## src/hdl/tmlw_pkg.sv

```systemverilog
// ----------------------------------------------------------------------------
// tmlw_pkg: shared types and constants of the mip chain layout walker
// Sequencer states, multiplier operand selects, the control word passed from
// the sequencer to the datapath, and the codes of registers, classes and status.
// ----------------------------------------------------------------------------
package tmlw_pkg;

    typedef enum logic [2:0] {
        S_IDLE,
        S_ROW,
        S_SLICE,
        S_ADJ,
        S_MLO,
        S_MHI,
        S_ADD,
        S_FIN
    } t_state;

    typedef enum logic [1:0] {
        MS_ROW,
        MS_SLICE,
        MS_LO,
        MS_HI
    } t_msel;

    typedef struct packed {
        logic  ready;
        t_msel msel;
        logic  ld_row;
        logic  ld_slc;
        logic  acc_lo;
        logic  acc_hi;
        logic  fin;
    } t_ctrl;

    // register indexes
    localparam logic [2:0] CFG_BASE_WIDTH  = 3'd0;
    localparam logic [2:0] CFG_BASE_HEIGHT = 3'd1;
    localparam logic [2:0] CFG_BASE_DEPTH  = 3'd2;
    localparam logic [2:0] CFG_MIP_COUNT   = 3'd3;
    localparam logic [2:0] CFG_ARRAY_SIZE  = 3'd4;
    localparam logic [2:0] CFG_FORMAT      = 3'd5;
    localparam logic [2:0] CFG_UNIT_SIZE   = 3'd6;
    localparam logic [2:0] CFG_MAX_DIM     = 3'd7;

    // format classes
    localparam logic [2:0] FC_PLAIN  = 3'd0;
    localparam logic [2:0] FC_BC     = 3'd1;
    localparam logic [2:0] FC_PACKED = 3'd2;
    localparam logic [2:0] FC_PLANAR = 3'd3;
    localparam logic [2:0] FC_NV11   = 3'd4;

    // actions
    localparam logic ACT_START = 1'b0;
    localparam logic ACT_NEXT  = 1'b1;

    // status codes
    localparam logic [1:0] ST_OK      = 2'd0;
    localparam logic [1:0] ST_OVERRUN = 2'd1;
    localparam logic [1:0] ST_NODATA  = 2'd2;
    localparam logic [1:0] ST_IDLE    = 2'd3;

    localparam logic [18:0] ROW_MAX    = '1;
    localparam logic [33:0] SLICE_MAX  = '1;
    localparam logic [40:0] OFFSET_MAX = '1;

endpackage

```

## src/hdl/texture_mip_chain_layout_walker_top.sv

```systemverilog
// One input beat steps the walk by one mip level and yields one result beat.
// The next input beat is taken only once the level is finished; the result
// is set by four passes through the single 24 x 16 multiplier (row pitch,
// slice pitch, low and high half of slice times depth) plus planar adjust,
// offset sum and the final update. A continue while no walk runs skips the
// arithmetic and goes straight to the final update. Input is taken only in
// idle; a finished result waits in the output register, and the final
// update of the next level waits until that result has been taken.
// ----------------------------------------------------------------------------
// texture_mip_chain_layout_walker_top: mip chain pitch and offset walker
// Computes row pitch, slice pitch and byte offset of each mip level of each
// array item, decides which levels fit the size limit, and flags the end of
// the walk, buffer overrun and empty results.
// ----------------------------------------------------------------------------
module texture_mip_chain_layout_walker_top #(
    parameter int MAX_MIP_LEVELS  = 15,
    parameter int MAX_ARRAY_ITEMS = 2048
) (
    input  logic        i_clk,
    input  logic        i_rst_n,

    input  logic        i_cfg_valid,
    output logic        o_cfg_ready,
    input  logic [2:0]  i_cfg_index,
    input  logic [14:0] i_cfg_data,

    input  logic        i_in_valid,
    output logic        o_in_ready,
    input  logic        i_action,
    input  logic [39:0] i_buffer_byte_count,

    output logic        o_out_valid,
    input  logic        i_out_ready,
    output logic [14:0] o_subresource_index,
    output logic [10:0] o_array_index,
    output logic [3:0]  o_mip_level,
    output logic [39:0] o_data_offset,
    output logic [18:0] o_row_pitch,
    output logic [33:0] o_slice_pitch,
    output logic        o_kept,
    output logic [3:0]  o_skipped_count,
    output logic [11:0] o_first_depth,
    output logic [1:0]  o_status,
    output logic        o_last
);

    localparam logic [4:0]  L_MAX_MIPS  = 5'(MAX_MIP_LEVELS);
    localparam logic [12:0] L_MAX_ITEMS = 13'(MAX_ARRAY_ITEMS);

    // configuration
    logic [14:0] r_base_w;
    logic [14:0] r_base_h;
    logic [11:0] r_base_d;
    logic [3:0]  r_mip_cnt;
    logic [11:0] r_arr_size;
    logic [2:0]  r_fmt;
    logic [7:0]  r_unit;
    logic [14:0] r_max_dim;

    // walk state
    logic [14:0] r_lvl_w;
    logic [14:0] r_lvl_h;
    logic [11:0] r_lvl_d;
    logic [3:0]  r_mpos;
    logic [11:0] r_apos;
    logic [40:0] r_off;
    logic [39:0] r_blim;
    logic [16:0] r_kept;
    logic [3:0]  r_skip;
    logic [11:0] r_dof;
    logic        r_done;
    logic        r_idle;

    // per-level working registers
    logic [21:0] r_row;
    logic [37:0] r_slc;
    logic [51:0] r_acc;

    // result register
    logic        r_ovld;
    logic [14:0] r_o_sub;
    logic [10:0] r_o_arr;
    logic [3:0]  r_o_mip;
    logic [39:0] r_o_off;
    logic [18:0] r_o_row;
    logic [33:0] r_o_slc;
    logic        r_o_kept;
    logic [3:0]  r_o_skip;
    logic [11:0] r_o_fdep;
    logic [1:0]  r_o_stat;
    logic        r_o_last;

    tmlw_pkg::t_ctrl ctrl;
    logic            in_fire;
    logic            idle_cont;
    logic            slot_free;

    logic [23:0] mul_a;
    logic [15:0] mul_b;
    logic [39:0] prod;

    logic [14:0] w;
    logic [14:0] h;
    logic [11:0] d;
    logic [14:0] w_term;
    logic [7:0]  u_term;
    logic [15:0] h_term;
    logic [23:0] plain_sum;
    logic [21:0] row_fix;
    logic [38:0] slc_adj;

    logic [4:0]  eff_mips;
    logic [12:0] eff_items;
    logic        keep;
    logic [16:0] n_kept;
    logic [3:0]  n_skip;
    logic [11:0] n_dof;
    logic [40:0] n_off;
    logic        overrun;
    logic [4:0]  mpos_inc;
    logic [11:0] apos_inc;
    logic        mip_wrap;
    logic        arr_end;
    logic [1:0]  n_stat;
    logic        n_last;

    assign in_fire   = i_in_valid & ctrl.ready;
    assign idle_cont = (i_action == tmlw_pkg::ACT_NEXT) & r_done;
    assign slot_free = ~r_ovld | i_out_ready;

    tmlw_seq u_seq (
        .i_clk       (i_clk),
        .i_rst_n     (i_rst_n),
        .i_in_fire   (in_fire),
        .i_idle_cont (idle_cont),
        .i_slot_free (slot_free),
        .o_ctrl      (ctrl)
    );

    tmlw_mul u_mul (
        .i_clk  (i_clk),
        .i_a    (mul_a),
        .i_b    (mul_b),
        .o_prod (prod)
    );

    // configuration writes
    assign o_cfg_ready = 1'b1;

    always_ff @(posedge i_clk) begin
        if (!i_rst_n) begin
            r_base_w   <= 15'd1;
            r_base_h   <= 15'd1;
            r_base_d   <= 12'd1;
            r_mip_cnt  <= 4'd1;
            r_arr_size <= 12'd1;
            r_fmt      <= tmlw_pkg::FC_PLAIN;
            r_unit     <= 8'd32;
            r_max_dim  <= 15'd0;
        end else if (i_cfg_valid) begin
            case (i_cfg_index)
                tmlw_pkg::CFG_BASE_WIDTH:  r_base_w   <= i_cfg_data;
                tmlw_pkg::CFG_BASE_HEIGHT: r_base_h   <= i_cfg_data;
                tmlw_pkg::CFG_BASE_DEPTH:  r_base_d   <= i_cfg_data[11:0];
                tmlw_pkg::CFG_MIP_COUNT:   r_mip_cnt  <= i_cfg_data[3:0];
                tmlw_pkg::CFG_ARRAY_SIZE:  r_arr_size <= i_cfg_data[11:0];
                tmlw_pkg::CFG_FORMAT:      r_fmt      <= i_cfg_data[2:0];
                tmlw_pkg::CFG_UNIT_SIZE:   r_unit     <= i_cfg_data[7:0];
                tmlw_pkg::CFG_MAX_DIM:     r_max_dim  <= i_cfg_data;
                default:                   r_max_dim  <= r_max_dim;
            endcase
        end
    end

    // level dimensions, raised to at least 1
    assign w = (r_lvl_w == 15'd0) ? 15'd1 : r_lvl_w;
    assign h = (r_lvl_h == 15'd0) ? 15'd1 : r_lvl_h;
    assign d = (r_lvl_d == 12'd0) ? 12'd1 : r_lvl_d;

    // multiplier operands by format class
    always_comb begin
        w_term = w;
        u_term = r_unit;
        h_term = 16'(h);
        case (r_fmt)
            tmlw_pkg::FC_BC: begin
                w_term = 15'((16'(w) + 16'd3) >> 2);
                h_term = (16'(h) + 16'd3) >> 2;
            end
            tmlw_pkg::FC_PACKED, tmlw_pkg::FC_PLANAR: begin
                w_term = 15'((16'(w) + 16'd1) >> 1);
            end
            tmlw_pkg::FC_NV11: begin
                w_term = 15'((16'(w) + 16'd3) >> 2);
                u_term = 8'd4;
                h_term = {h, 1'b0};
            end
            default: begin
                w_term = w;
            end
        endcase
    end

    // plain rows round bits up to bytes
    assign plain_sum = 24'(prod[22:0]) + 24'd7;

    always_comb begin
        case (r_fmt)
            tmlw_pkg::FC_BC, tmlw_pkg::FC_PACKED,
            tmlw_pkg::FC_PLANAR, tmlw_pkg::FC_NV11: row_fix = prod[21:0];
            default:                                row_fix = 22'(plain_sum[23:3]);
        endcase
    end

    always_comb begin
        case (ctrl.msel)
            tmlw_pkg::MS_ROW: begin
                mul_a = 24'(w_term);
                mul_b = 16'(u_term);
            end
            tmlw_pkg::MS_SLICE: begin
                mul_a = 24'(row_fix);
                mul_b = h_term;
            end
            tmlw_pkg::MS_LO: begin
                mul_a = r_slc[23:0];
                mul_b = 16'(d);
            end
            tmlw_pkg::MS_HI: begin
                mul_a = 24'(r_slc[37:24]);
                mul_b = 16'(d);
            end
            default: begin
                mul_a = 24'(w_term);
                mul_b = 16'(u_term);
            end
        endcase
    end

    // planar adds half a plane again for chroma
    assign slc_adj = (r_fmt == tmlw_pkg::FC_PLANAR)
                   ? 39'(prod[37:0]) + ((39'(prod[37:0]) + 39'd1) >> 1)
                   : 39'(prod[37:0]);

    always_ff @(posedge i_clk) begin
        if (ctrl.ld_row) begin
            r_row <= row_fix;
        end
        if (ctrl.ld_slc) begin
            r_slc <= slc_adj[37:0];
        end
        if (ctrl.acc_lo) begin
            r_acc <= 52'(r_off) + 52'(prod[35:0]);
        end else if (ctrl.acc_hi) begin
            r_acc <= r_acc + {2'b00, prod[25:0], 24'd0};
        end
    end

    // level decision and next walk state
    always_comb begin
        eff_mips  = (r_mip_cnt == 4'd0) ? 5'd1 : {1'b0, r_mip_cnt};
        if (eff_mips > L_MAX_MIPS) begin
            eff_mips = L_MAX_MIPS;
        end
        eff_items = (r_arr_size == 12'd0) ? 13'd1 : {1'b0, r_arr_size};
        if (eff_items > L_MAX_ITEMS) begin
            eff_items = L_MAX_ITEMS;
        end

        keep = (eff_mips <= 5'd1) || (r_max_dim == 15'd0) ||
               ((w <= r_max_dim) && (h <= r_max_dim) && (15'(d) <= r_max_dim));

        n_kept = r_kept + (keep ? 17'd1 : 17'd0);
        n_skip = r_skip;
        if (!keep && (r_apos == 12'd0) && (r_skip != 4'hF)) begin
            n_skip = r_skip + 4'd1;
        end
        n_dof = (keep && (r_dof == 12'd0)) ? d : r_dof;

        n_off   = (r_acc > 52'(tmlw_pkg::OFFSET_MAX)) ? tmlw_pkg::OFFSET_MAX
                                                      : r_acc[40:0];
        overrun = n_off > {1'b0, r_blim};

        mpos_inc = {1'b0, r_mpos} + 5'd1;
        apos_inc = r_apos + 12'd1;
        mip_wrap = mpos_inc >= eff_mips;
        arr_end  = mip_wrap && ({1'b0, apos_inc} >= eff_items);

        n_stat = tmlw_pkg::ST_OK;
        n_last = 1'b0;
        if (overrun) begin
            n_stat = tmlw_pkg::ST_OVERRUN;
            n_last = 1'b1;
        end else if (arr_end) begin
            n_stat = (n_kept == 17'd0) ? tmlw_pkg::ST_NODATA : tmlw_pkg::ST_OK;
            n_last = 1'b1;
        end
    end

    // walk state
    always_ff @(posedge i_clk) begin
        if (!i_rst_n) begin
            r_done <= 1'b1;
            r_idle <= 1'b0;
        end else if (in_fire) begin
            r_idle <= idle_cont;
            if (i_action == tmlw_pkg::ACT_START) begin
                r_done <= 1'b0;
            end
        end else if (ctrl.fin && !r_idle && (overrun || arr_end)) begin
            r_done <= 1'b1;
        end
    end

    always_ff @(posedge i_clk) begin
        if (in_fire && (i_action == tmlw_pkg::ACT_START)) begin
            r_blim  <= i_buffer_byte_count;
            r_off   <= '0;
            r_kept  <= '0;
            r_skip  <= '0;
            r_dof   <= '0;
            r_mpos  <= '0;
            r_apos  <= '0;
            r_lvl_w <= r_base_w;
            r_lvl_h <= r_base_h;
            r_lvl_d <= r_base_d;
        end else if (ctrl.fin && !r_idle) begin
            r_kept <= n_kept;
            r_skip <= n_skip;
            r_dof  <= n_dof;
            r_off  <= n_off;
            if (!overrun) begin
                if (mip_wrap) begin
                    // next array item starts again at the base level
                    r_mpos  <= '0;
                    r_apos  <= apos_inc;
                    r_lvl_w <= r_base_w;
                    r_lvl_h <= r_base_h;
                    r_lvl_d <= r_base_d;
                end else begin
                    r_mpos  <= mpos_inc[3:0];
                    r_lvl_w <= w >> 1;
                    r_lvl_h <= h >> 1;
                    r_lvl_d <= d >> 1;
                end
            end
        end
    end

    // result beat
    always_ff @(posedge i_clk) begin
        if (!i_rst_n) begin
            r_ovld <= 1'b0;
        end else if (ctrl.fin) begin
            r_ovld <= 1'b1;
        end else if (i_out_ready) begin
            r_ovld <= 1'b0;
        end
    end

    always_ff @(posedge i_clk) begin
        if (ctrl.fin) begin
            if (r_idle) begin
                r_o_sub  <= '0;
                r_o_arr  <= '0;
                r_o_mip  <= '0;
                r_o_off  <= '0;
                r_o_row  <= '0;
                r_o_slc  <= '0;
                r_o_kept <= 1'b0;
                r_o_skip <= '0;
                r_o_fdep <= '0;
                r_o_stat <= tmlw_pkg::ST_IDLE;
                r_o_last <= 1'b0;
            end else begin
                r_o_sub  <= r_kept[14:0];
                r_o_arr  <= r_apos[10:0];
                r_o_mip  <= r_mpos;
                r_o_off  <= r_off[39:0];
                r_o_row  <= (r_row > 22'(tmlw_pkg::ROW_MAX)) ? tmlw_pkg::ROW_MAX
                                                             : r_row[18:0];
                r_o_slc  <= (r_slc > 38'(tmlw_pkg::SLICE_MAX)) ? tmlw_pkg::SLICE_MAX
                                                               : r_slc[33:0];
                r_o_kept <= keep;
                r_o_skip <= n_skip;
                r_o_fdep <= n_dof;
                r_o_stat <= n_stat;
                r_o_last <= n_last;
            end
        end
    end

    assign o_in_ready          = ctrl.ready;
    assign o_out_valid         = r_ovld;
    assign o_subresource_index = r_o_sub;
    assign o_array_index       = r_o_arr;
    assign o_mip_level         = r_o_mip;
    assign o_data_offset       = r_o_off;
    assign o_row_pitch         = r_o_row;
    assign o_slice_pitch       = r_o_slc;
    assign o_kept              = r_o_kept;
    assign o_skipped_count     = r_o_skip;
    assign o_first_depth       = r_o_fdep;
    assign o_status            = r_o_stat;
    assign o_last              = r_o_last;

endmodule

```

## src/hdl/tmlw_mul.sv

```systemverilog
// ----------------------------------------------------------------------------
// tmlw_mul: shared 24 x 16 multiplier
// Unsigned product, registered; one product per cycle.
// ----------------------------------------------------------------------------
module tmlw_mul (
    input  logic        i_clk,
    input  logic [23:0] i_a,
    input  logic [15:0] i_b,
    output logic [39:0] o_prod
);

    logic [39:0] r_prod;

    always_ff @(posedge i_clk) begin
        r_prod <= 40'(i_a) * 40'(i_b);
    end

    assign o_prod = r_prod;

endmodule

```

## src/hdl/tmlw_seq.sv

```systemverilog
// ----------------------------------------------------------------------------
// tmlw_seq: level sequencer
// Steps one level through row pitch, slice pitch, planar adjust, the two halves
// of slice times depth, offset sum and final update; idle continue goes to the end.
// ----------------------------------------------------------------------------
module tmlw_seq (
    input  logic            i_clk,
    input  logic            i_rst_n,
    input  logic            i_in_fire,
    input  logic            i_idle_cont,
    input  logic            i_slot_free,
    output tmlw_pkg::t_ctrl o_ctrl
);

    tmlw_pkg::t_state r_state;
    tmlw_pkg::t_state n_state;

    always_ff @(posedge i_clk) begin
        if (!i_rst_n) begin
            r_state <= tmlw_pkg::S_IDLE;
        end else begin
            r_state <= n_state;
        end
    end

    always_comb begin
        n_state = r_state;
        case (r_state)
            tmlw_pkg::S_IDLE: begin
                if (i_in_fire) begin
                    // idle continue needs no arithmetic
                    n_state = i_idle_cont ? tmlw_pkg::S_FIN : tmlw_pkg::S_ROW;
                end
            end
            tmlw_pkg::S_ROW:   n_state = tmlw_pkg::S_SLICE;
            tmlw_pkg::S_SLICE: n_state = tmlw_pkg::S_ADJ;
            tmlw_pkg::S_ADJ:   n_state = tmlw_pkg::S_MLO;
            tmlw_pkg::S_MLO:   n_state = tmlw_pkg::S_MHI;
            tmlw_pkg::S_MHI:   n_state = tmlw_pkg::S_ADD;
            tmlw_pkg::S_ADD:   n_state = tmlw_pkg::S_FIN;
            tmlw_pkg::S_FIN: begin
                if (i_slot_free) begin
                    n_state = tmlw_pkg::S_IDLE;
                end
            end
            default: n_state = tmlw_pkg::S_IDLE;
        endcase
    end

    always_comb begin
        o_ctrl        = '0;
        o_ctrl.msel   = tmlw_pkg::MS_ROW;
        case (r_state)
            tmlw_pkg::S_IDLE:  o_ctrl.ready = 1'b1;
            tmlw_pkg::S_ROW:   o_ctrl.msel  = tmlw_pkg::MS_ROW;
            tmlw_pkg::S_SLICE: begin
                o_ctrl.msel   = tmlw_pkg::MS_SLICE;
                o_ctrl.ld_row = 1'b1;
            end
            tmlw_pkg::S_ADJ:   o_ctrl.ld_slc = 1'b1;
            tmlw_pkg::S_MLO:   o_ctrl.msel   = tmlw_pkg::MS_LO;
            tmlw_pkg::S_MHI: begin
                o_ctrl.msel   = tmlw_pkg::MS_HI;
                o_ctrl.acc_lo = 1'b1;
            end
            tmlw_pkg::S_ADD:   o_ctrl.acc_hi = 1'b1;
            tmlw_pkg::S_FIN:   o_ctrl.fin    = i_slot_free;
            default:           o_ctrl.ready  = 1'b0;
        endcase
    end

endmodule
```

## config.mk

```make
export PLATFORM = sky130hd
export DESIGN_NAME = texture_mip_chain_layout_walker_top
export DESIGN_NICKNAME = d
export VERILOG_FILES = /design/src/hdl/tmlw_pkg.sv /design/src/hdl/texture_mip_chain_layout_walker_top.sv /design/src/hdl/tmlw_mul.sv /design/src/hdl/tmlw_seq.sv
export SDC_FILE = /design/constraint.sdc
export NUM_CORES = 2
export LEC_CHECK = 0
export ABC_AREA = 0
export BUFFER_PORTS_ARGS = -buffer_cell sky130_fd_sc_hd__buf_2
export CORE_UTILIZATION = 45
export CTS_CLUSTER_SIZE = 16
export DETAILED_ROUTE_END_ITERATION = 8
export PLACE_DENSITY = 0.7
export SYNTH_ARGS = -nofsm -noshare
export SYNTH_HDL_FRONTEND = slang
export SYNTH_SLANG_ARGS = --single-unit
export TNS_END_PERCENT = 50
```

## constraint.sdc

```tcl
create_clock -name i_clk -period 16.7 [get_ports i_clk]
set_input_delay 3.34 -clock i_clk [delete_from_list [all_inputs] [get_ports i_clk]]
set_output_delay 3.34 -clock i_clk [all_outputs]
set_load 0.05 [all_outputs]
```

==> metrics.txt <==
outcome=finished, final reports clean; setup TNS=0 ns; synth cell count leaders=592 x nand2_1, 546 x nor2_1, 427 x inv_1, 337 x edfxtp_1, 308 x fa_1; synth top area cells=edfxtp_1 23%, fa_1 14%, dfxtp_1 10%; largest net degree at the start of global routing=91; worst hold margin=0.4643 ns; Tmin final=9.240 ns; R2R Path Start=r_fmt[0]; Setup CP Type=reg -> reg; Die H=312.8 µm; TritonCTS clock tree=built; measured slew at the worst slew-check pin=1.270 ns; Antenna Nets Post-Route=0; Root Driver=clkbuf_16; hold wc startpoint=r_base_d[10]; die width=312.8 µm; period utilisation layout=55.33%; flop2flop setup slack=7.46 ns; Detail Placement HPWL=95470 µm; gr usage total=25.47%; area grow syn2layout=9.273%; max_cap viols=0; DR vias=34620; Slew headroom=15.31%; register bit total from synthesis=555; clock sinks=555; Slew Viols, Final=0; ys flop type=edfxtp_1; Clock transition at path regs=0.06 ns; wire length per cell=20.50 µm; routability cong.=0.9508; Hold Path Class=reg -> reg; Antenna Cells=0; crit end category=flop; TritonCTS Buffers=60; slowest stage cell, crit path=nand2_1; area leader, netlist=edfxtp_1; cts repair resizes=0; crit-path most repeated cell=fa_1; Yosys top cell area share=23.29%; Critical Path Start=r_fmt[0]; initial core utilization=45.61%; RSZ-0062 raised after global routing=false; Post-CTS Setup Inserts=0; final setup vio count=0; Cell Area, Synth=43460 µm²; grt ovf=0; sequential cell area fraction in the yosys report=33.33%; Setup crit start kind=flop; first drt pass iteration count=7; Net count, final=5480; yosys warns=0; Max Clk Rate=108.2 MHz; most common cell in the netlist=nand2_1; Post-Syn Instances=4754; average vias per placed instance=5.658; Critical Path Fanout Max=31; core footprint=95290 µm²; Top Ports=210; Avg Inst Size Synth=9.142 µm²; Largest stage delay, worst path=0.80 ns; data arrival time of the worst path=9.75 ns; unique cell type count in the Yosys netlist=92; IO buf count=208; Worst-Skew Late Latency=0.66 ns; EDFF count, synth=337; Post-CTS Hold Fix Bufs=0; CTS Buffer Depth=3; drt drc=0; Critical Path RT=17.21 ns; Worst Skew=0.05424 ns; depth of the CTS H-tree=2; number of global-route vias before repair=33500; final hold vios=0; final WL=125400 µm; wire length of the first global-routing pass=195200 µm; Iteration-0 DRC Markers=3087; row count=113; antenna violations before repair=1; Async SR Flop Fraction=0%; die area=97820 µm²; share of layout cells above drive strength 1=10.10%
## kinds of logic (layout without fill, tap and decap cells)
kind of cell / after synthesis / count (layout) / synth area share, %
adders and majority gates: 616 / 616 / 23.05
and+or+nand+nor: 1764 / 1764 / 18.55
muxes: 59 / 59 / 1.480
other: 2 / 6 / 0.01728
buffers and inverters: 704 / 799 / 6.155
AOI/OAI and AO/OA: 817 / 817 / 12.64
xor gates and xnor gates: 237 / 237 / 4.776
DFF: 555 / 555 / 33.33
## worst paths after layout
check,cells past startpoint,endpoint
hold / removal,2,r_base_d[10]
setup / recovery,32,u_mul.o_prod[35]
hold reg to reg,2,r_base_d[10]
setup reg to reg,32,u_mul.o_prod[35]
## per-stage QoR
stage	setup WS [ns]	cell area, µm²	util, %	std cells
floorplan	2.965	43470	-	4758
global placement	7.621	45460	47.71	6004
detailed placement	7.610	45460	47.71	6004
CTS	7.508	47490	49.83	6118
global route	6.790	47490	49.83	6118
finish	7.460	47490	49.83	6118
## state kept, by name, summed over array words and instances, names as in the netlist, 15 cells and up
register	count
u_mul.o_prod	38
o_subresource_index	15
r_kept	17
o_slice_pitch	34
r_base_w	15
o_row_pitch	19
r_base_h	15
r_lvl_w	15
r_lvl_h	15
r_max_dim	15
r_off	41
r_row	22
r_blim	40
r_slc	38
o_data_offset	40
r_acc	52
## per-layer routing
layer	track usage, %	share of wire (%)
met5	0	0.0096
met4	7.239	2.9
met3	4.340	8.9
met2	39.89	45
met1	36.21	43
## critical path, delay by kind of cell (launching register included)
kind	cells	cell delay [ns]
adders and majority gates	7	3.29
DFF	1	0.38
AOI/OAI and AO/OA	10	2.12
and+or+nand+nor	9	2.70
buffers and inverters	6	0.55
## final cells by class
class	count	area, µm²
Timing Repair Buffer	256	1401
Multi-Input combinational cell	3499	26380
Tap cell	1265	1583
Fill cell	8828	47800
Clock buffer	82	1707
Clock inverter	32	320.3
Inverter	429	1613
Sequential cell	555	14490
## placed cells by master, fill, tap and decap left out, drive strengths merged, types with 170 or more instances in the layout
cell type  instances
inv              432
dfxtp            218
ha               307
edfxtp           337
a21oi            180
nand2            593
o21ai            170
buf              256
fa               308
nor2             547
Power is not shown: default switching activity piles up to over one toggle a cycle in this logic, so the estimate is an artifact.
